==> src/hdl/pmst_pkg.sv <==
// Package for the Prim spanning tree block: sizes, command codes and the
// structures passed between the controller and the row of vertex cells.
// Depends on nothing.
`default_nettype none
package pmst_pkg;

  localparam int MAX_VERTICES = 64;
  localparam int WEIGHT_BITS  = 16;
  localparam int IDX_W        = $clog2(MAX_VERTICES);
  localparam int CNT_W        = IDX_W + 1;
  localparam int KEY_W        = WEIGHT_BITS + 1;

  localparam logic [1:0] CMD_WRITE = 2'd0;
  localparam logic [1:0] CMD_RUN   = 2'd1;
  localparam logic [1:0] CMD_CLEAR = 2'd2;

  localparam logic [KEY_W-1:0] KEY_INF = {1'b1, {WEIGHT_BITS{1'b0}}};

  typedef struct packed {
    logic                   init;
    logic                   pick_en;
    logic                   update;
    logic [IDX_W-1:0]       pick;
    logic                   wr_en;
    logic                   clr_en;
    logic [IDX_W-1:0]       row_s;
    logic [IDX_W-1:0]       row_d;
    logic [WEIGHT_BITS-1:0] weight;
    logic [CNT_W-1:0]       n;
    logic                   load;
    logic                   shift;
  } ctrl_t;

  typedef struct packed {
    logic [KEY_W-1:0] key;
    logic [IDX_W-1:0] idx;
  } tok_t;

  typedef struct packed {
    logic                   reached;
    logic [IDX_W-1:0]       parent;
    logic [WEIGHT_BITS-1:0] weight;
  } res_t;

endpackage
`default_nettype wire

==> src/hdl/pmst_cell.sv <==
// One vertex cell: holds one column of the weight matrix, the vertex key,
// parent and tree flag, and passes the minimum token and results along.
// Depends on pmst_pkg.
`default_nettype none
module pmst_cell (
  input  wire                           clk,
  input  wire                           rst,
  input  wire [pmst_pkg::IDX_W-1:0]     cell_idx,
  input  pmst_pkg::ctrl_t               ctrl,
  input  pmst_pkg::tok_t                tok_in,
  output pmst_pkg::tok_t                tok_out,
  input  pmst_pkg::res_t                res_in,
  output pmst_pkg::res_t                res_out
);
  logic [pmst_pkg::WEIGHT_BITS-1:0] mem [pmst_pkg::MAX_VERTICES];
  logic [pmst_pkg::WEIGHT_BITS-1:0] rd;
  logic [pmst_pkg::KEY_W-1:0]       key;
  logic [pmst_pkg::IDX_W-1:0]       parent;
  logic                             in_tree;
  pmst_pkg::tok_t                   tok;
  pmst_pkg::res_t                   res;

  logic                             active;
  logic                             wr;
  logic [pmst_pkg::IDX_W-1:0]       wr_addr;
  logic [pmst_pkg::WEIGHT_BITS-1:0] wr_data;
  logic                             reached;

  assign active  = {1'b0, cell_idx} < ctrl.n;
  assign wr      = ctrl.clr_en
                   || (ctrl.wr_en && (cell_idx == ctrl.row_d || cell_idx == ctrl.row_s));
  assign wr_addr = ctrl.clr_en ? ctrl.row_s
                   : ((cell_idx == ctrl.row_d) ? ctrl.row_s : ctrl.row_d);
  assign wr_data = ctrl.clr_en ? '0 : ctrl.weight;
  assign reached = !key[pmst_pkg::WEIGHT_BITS];

  always_ff @(posedge clk) begin
    if (wr) begin
      mem[wr_addr] <= wr_data;
    end
    if (ctrl.pick_en) begin
      rd <= mem[ctrl.pick];
    end
  end

  always_ff @(posedge clk) begin
    if (active && !in_tree && key < tok_in.key) begin
      tok <= '{key: key, idx: cell_idx};
    end else begin
      tok <= tok_in;
    end
  end

  always_ff @(posedge clk) begin
    if (rst) begin
      in_tree <= 1'b0;
    end else if (ctrl.init) begin
      in_tree <= 1'b0;
    end else if (ctrl.pick_en && ctrl.pick == cell_idx) begin
      in_tree <= 1'b1;
    end
  end

  always_ff @(posedge clk) begin
    if (ctrl.init) begin
      key    <= (cell_idx == '0) ? '0 : pmst_pkg::KEY_INF;
      parent <= '0;
    end else if (ctrl.update && rd != '0 && !in_tree && {1'b0, rd} < key) begin
      key    <= {1'b0, rd};
      parent <= ctrl.pick;
    end
  end

  always_ff @(posedge clk) begin
    if (ctrl.load) begin
      res.reached <= reached;
      res.parent  <= reached ? parent : '0;
      res.weight  <= reached ? key[pmst_pkg::WEIGHT_BITS-1:0] : '0;
    end else if (ctrl.shift) begin
      res <= res_in;
    end
  end

  assign tok_out = tok;
  assign res_out = res;
endmodule
`default_nettype wire

==> config.mk <==
export PLATFORM = sky130hd
export DESIGN_NAME = pmst_cell
export DESIGN_NICKNAME = d
export VERILOG_FILES = /design/src/hdl/pmst_pkg.sv /design/src/hdl/pmst_cell.sv
export SDC_FILE = /design/constraint.sdc
export NUM_CORES = 1
export LEC_CHECK = 0
export ABC_CLOCK_PERIOD_IN_PS = 5510
export BUFFER_PORTS_ARGS = -buffer_cell sky130_fd_sc_hd__clkbuf_2
export CORE_UTILIZATION = 66
export DETAILED_ROUTE_END_ITERATION = 6
export PLACE_DENSITY = 0.83
export SLEW_MARGIN = 10
export SYNTH_ARGS = -nofsm -noshare
export SYNTH_HDL_FRONTEND = slang
export SYNTH_SLANG_ARGS = --single-unit
==> constraint.sdc <==
create_clock -name clk -period 5.51 [get_ports clk]
set_input_delay 0.2755 -clock clk [delete_from_list [all_inputs] [get_ports clk]]
set_output_delay 0.2755 -clock clk [all_outputs]
set_load 0.1 [all_outputs]
# Word-level counts from Yosys, hierarchy flattened
# Memory sizes are Yosys's and may differ from the RTL's. A register that Yosys moved wholly into a read port is not among the register bits.
# Cells that the tools add are included.
dict set report op_classes {
  n_eq_ne 3
  mux 13
  n_reduce_logical 16
  n_lt_le_gt_ge 3
}
# operator count
set op_table {}
lappend op_table {{23-bit two-way mux} 3}
lappend op_table {{17-bit two-way mux} 3}
lappend op_table {{16-bit two-way mux} 2}
lappend op_table {{6-bit equality test} 3}
lappend op_table {{6-bit two-way mux} 3}
lappend op_table {{16-bit by 17-bit < comparator with 1-bit output} 1}
lappend op_table {{17-bit < comparator} 1}
lappend op_table {{16-bit nonzero test} 1}
lappend op_table {{1-bit logical AND} 7}
lappend op_table {{6-bit by 7-bit < comparator with 1-bit output} 1}
lappend op_table {{6-bit zero test} 1}
lappend op_table {{2-bit nonzero test} 2}
lappend op_table {{1-bit zero test} 2}
lappend op_table {{1-bit logical OR} 2}
lappend op_table {{1-bit two-way mux} 2}
lappend op_table {{2-bit OR reduction} 1}
dict set report totals {
  input_bits 102
  mem_bits_rw 1024
  ff_bits 70
  memories 1
  wordCells 44
}
# memory depth word_bits read_ports rd_clocked_by_memory_dff wr line
set memory_table {}
lappend memory_table {mem 64 16 1 1 1 pmst_cell.sv:15} ;# logic [pmst_pkg::WEIGHT_BITS-1:0] mem [pmst_pkg::MAX_VERTICES];

# Longest topological paths before layout
dict set report depth {
  depth_word 6
  ltp_mapped 10
  ltp_nobuf 8
}

# Worst setup path after synthesis
# Ideal clock, no wire load.
dict set report synth_path {
  path_type {in2reg}
  start {in cell_idx[0] (netlist name)}
  end {mem mem[14][0] (netlist name) (enable)}
  stages 8
  setup_time_ns 0.388
  slack_ns 2.737
  t_arrival_ns 2.385
  n_path_buf 2
  path_cell_list {buf_6 -> xor2_1 -> nor4_2 -> a31oi_4 -> buf_2 -> nor4_1 -> a31oi_1 -> nor2_1}
}
dict set report synth_between {
  elab_chain_cells 6
  word_cells_on_any_way 9
}
# element line
set synth_lines {}
lappend synth_lines {{start: declaration} pmst_cell.sv:8} ;# input wire [pmst_pkg::IDX_W-1:0] cell_idx,
lappend synth_lines {{6-bit equality test (on tied branches)} {pmst_cell.sv:31, pmst_cell.sv:33}}
lappend synth_lines {{1-bit logical OR} pmst_cell.sv:31} ;# || (ctrl.wr_en && (cell_idx == ctrl.row_d || cell_idx == ctrl.row_s));
lappend synth_lines {{1-bit logical AND} pmst_cell.sv:31}
lappend synth_lines {{1-bit logical OR} pmst_cell.sv:31}
lappend synth_lines {{1-bit two-way mux} pmst_cell.sv:38} ;# if (wr) begin
lappend synth_lines {{1-bit two-way mux (not written as such)} pmst_cell.sv:39} ;# mem[wr_addr] <= wr_data;
lappend synth_lines {{end: declaration} pmst_cell.sv:15}
# Parallel ways exist; a longest one is shown, timed or not.

# Worst setup path in the final report
dict set report layout_path {
  start {reg key[16] (netlist name)}
  end {reg tok, in the netlist tok_out[1]}
}
dict set report layout_between {
  elab_chain_cells 3
}
# element line
set layout_lines {}
lappend layout_lines {{start: declaration} pmst_cell.sv:17} ;# logic [pmst_pkg::KEY_W-1:0] key;
lappend layout_lines {{start signal: assignment} pmst_cell.sv:66} ;# key <= (cell_idx == '0) ? '0 : pmst_pkg::KEY_INF;
lappend layout_lines {{start signal: assignment} pmst_cell.sv:69} ;# key <= {1'b0, rd};
lappend layout_lines {{17-bit < comparator} pmst_cell.sv:47} ;# if (active && !in_tree && key < tok_in.key) begin
lappend layout_lines {{1-bit logical AND} pmst_cell.sv:47}
lappend layout_lines {{23-bit two-way mux} pmst_cell.sv:47}
lappend layout_lines {{end signal: assignment} pmst_cell.sv:48} ;# tok <= '{key: key, idx: cell_idx};
lappend layout_lines {{end signal: assignment} pmst_cell.sv:50} ;# tok <= tok_in;
lappend layout_lines {{end: declaration} pmst_cell.sv:20} ;# pmst_pkg::tok_t tok;
# Every way passes these cells.
# A chain may end at the register's enable or synchronous reset.

==> metrics.md <==
| Metric | Value |
|---|---|
| Area delta synth->final | `13.8%` |
| Crit end category | `flip-flop` |
| Clock share of power | `39.3%` |
| Post-synthesis cell count | `2199` |
| Die area | `67500 um^2` |
| Fin nets | `2627` |
| Skew final | `0.0280 ns` |
| Tot GR Track Use | `35.2%` |
| Starting Density | `66.7%` |
| CP arrival | `3.89 ns` |
| Worst-margin pin slew | `1.31 ns` |
| Yosys warns | `0` |
| Crit path max fanout | `27` |
| Most instantiated cells after synthesis | `edfxtp_1 (1080), mux4_2 (233), nor2_1 (91)` |
| Hold Worst Slack | `0.0583 ns` |
| Setup tns final | `0 ns` |
| Max cap viols | `0` |
| Vias per cell | `7.15` |
| Worst r2r src | `key[16]` |
| Async SR Flop Fraction | `0%` |
| Clk_lat worst skew | `0.66 ns` |
| Largest net degree at the start of global routing | `95` |
| Psw | `0.00422 W` |
| FF+latch count, synth | `1110` |
| Final GP Congestion | `0.929` |
| Kind of critical path | `reg2reg` |
| Non-filler instance count after layout | `3437` |
| Io pins | `148` |
| VDD IR-drop max | `0.329 mV` |
| Vias in the first global route | `24643` |
| # hold bufs at CTS | `49` |
| Final Max Slew Viols | `0` |
| Critical Path Source Type | `flip-flop` |
| Net Sw Frac | `23.4%` |
| Final hold vios | `0` |
| Die H | `260 um` |
| Final setup fails | `0` |
| Share of cells above drive strength 1 | `26.5%` |
| Detail Placement HPWL | `64200 um` |
| Reg area | `33000 um^2` |
| Leading area contributor after synthesis | `edfxtp_1` |
| Run status | `completed` |
| Top-count cell post-synth | `edfxtp_1` |
| Tcrit/Tclk final | `60.8%` |
| Static Leak | `15.3 nW` |
| DRT Wirelength | `117000 um` |
| Initial antenna violation count | `1` |
| Root buf cell | `clkbuf_16` |
| Multi-input logic area | `10200 um^2` |
| TritonCTS clock tree | `done` |
| Grt ovf | `0` |
| Initial drt markers | `4067` |
| Core Area | `65700 um^2` |
| Chip width | `260 um` |
| Post-synth cell types | `60` |
| Max Freq | `299 MHz` |
| Placed Cells | `3200` |
| Relative slew slack | `12.5%` |
| Post-route ant nets | `0` |
| Sequential power share | `52.4%` |
| Synthesized area per cell | `19.9 um^2` |
| RSZ-0062 raised after global routing | `no` |
| CTS clock-pin slew for the worst setup and hold paths | `0.06 ns` |
| Fill cell total of the finished layout | `3186` |
| Net count after synthesis | `2337` |
| DRC violations left | `0` |
| H-tree lvl count | `3` |
| Post-CTS Resized | `0` |
| Ys flop type | `edfxtp_1` |
| CTS max path bufs | `3` |
| Seq/Total Area, Yosys | `75.3%` |
| Worst hold path class | `in2reg` |
| Share of the synthesized area in the top cell type | `73.9%` |
| Setup crit start | `key[16]` |
| Post-synth EDFFs | `1080` |
| WP data required | `6.05 ns` |
| DRT Pass-1 Iters | `7` |
| # clock sinks | `1110` |
| Num rows | `94` |
| Top post-synthesis cells by area | `edfxtp_1 (74%), mux4_2 (12%), mux2i_1 (1.6%)` |
| Fin crit period | `3.35 ns` |
| Post-CTS setup buffer count | `0` |
| Total number of vias | `24565` |
| WL per Instance | `34.0 um` |
| Hold path start | `cell_idx[2]` |
| I/O Buffers | `147` |
| Gate power share | `8.2%` |
| PwrDens | `362 nW/um^2` |
| CTS buffer count | `102` |
| Global-route wire length before repair | `167000 um` |
| Int Pwr | `0.0138 W` |
| Post-Syn Area | `43900 um^2` |
==> kinds of logic (layout without fill, tap and decap cells) <==
group / after synthesis / after routing / share of synthesized area, %
simple gates: 311 / 311 / 3.70
compound gates: 233 / 233 / 3.78
fa+ha+maj: 36 / 36 / 1.03
buf+inv: 173 / 546 / 1.83
other cells: 0 / 1 / 0
flops: 1110 / 1110 / 75.3
xor+xnor: 18 / 18 / 0.359
mux: 318 / 318 / 14.0
==> registers in the layout, indices dropped and copies added (netlist names) <==
| signal | cells |
|---|---|
| tok_out | 23 |
| mem | 1024 |
| key | 17 |
| in_tree | 1 |
| parent | 6 |
| rd | 16 |
| res_out | 23 |
==> power by group through the flow <==
stage          clock (W)  combinational, W  sequential, W
2_1_floorplan          0          0.000652        0.00996
3_3_place_gp           0           0.00136        0.00963
3_5_place_dp           0           0.00140        0.00964
4_1_cts          0.00711           0.00145        0.00946
5_1_grt          0.00739           0.00154        0.00947
6_report         0.00710           0.00149        0.00947
==> stage by stage <==
stage          instance area (um^2)  utilization [%]  total power (W)  setup WS, ns
2_1_floorplan                 43900                -           0.0106          2.74
3_3_place_gp                  46100             70.1           0.0110          1.91
3_5_place_dp                  46100             70.1           0.0110          1.76
4_1_cts                       49900             75.9           0.0180          2.22
5_1_grt                       49900             75.9           0.0184          2.02
6_report                      49900             75.9           0.0181          2.16
==> metal layers <==
layer / share of wire, % / global-route usage (%) / vias to the layer above
met5: 0.010 / 0 / -
met4: 5.6 / 16.8 / 2
met3: 14 / 8.36 / 425
met2: 48 / 56.1 / 2308
met1: 33 / 46.4 / 12189
li1: - / - / 9641
==> final timing paths <==
check	depth (start not counted)	slack, ns	to
hold reg to reg	2	0.48	parent[0]
setup reg to reg	7	2.16	tok_out[1]
setup / recovery	7	2.16	tok_out[1]
hold / removal	2	0.06	tok_out[2]
==> cells in the final DEF, fill, tap and decap left out, types with 25 or more instances in the layout <==
cell type         n
clkbuf_2        144
nor2b_1          29
edfxtp_1       1080
nor2_1           89
inv_1            61
clkbuf_16       105
a21oi_1          30
buf_4            99
dlygate4sd3_1    49
o21ai_0          39
mux4_2          233
a221oi_1         25
nand2_1          59
mux2i_1          70
ha_1             36
o22ai_1          44
dfxtp_1          30
==> layout make-up <==
type	count	area share [%]
tap	864	2.17
sequential	1110	66.2
timing repair buffer	298	4.14
inverter	61	0.459
clock inverter	66	1.29
clock buffer	121	5.39
multi-input combinational	916	20.4
antenna	1	0.00501
==> critical path, cell delays in order (launching register included) <==
cell,delay [ns]
edfxtp_1,0.70
ha_1,0.46
nand4_1,0.18
a2111oi_0,0.40
or3_1,0.17
buf_4,0.37
mux2_2,0.39
dlygate4sd3_1,0.57
Power figures use the tool's default switching activity.
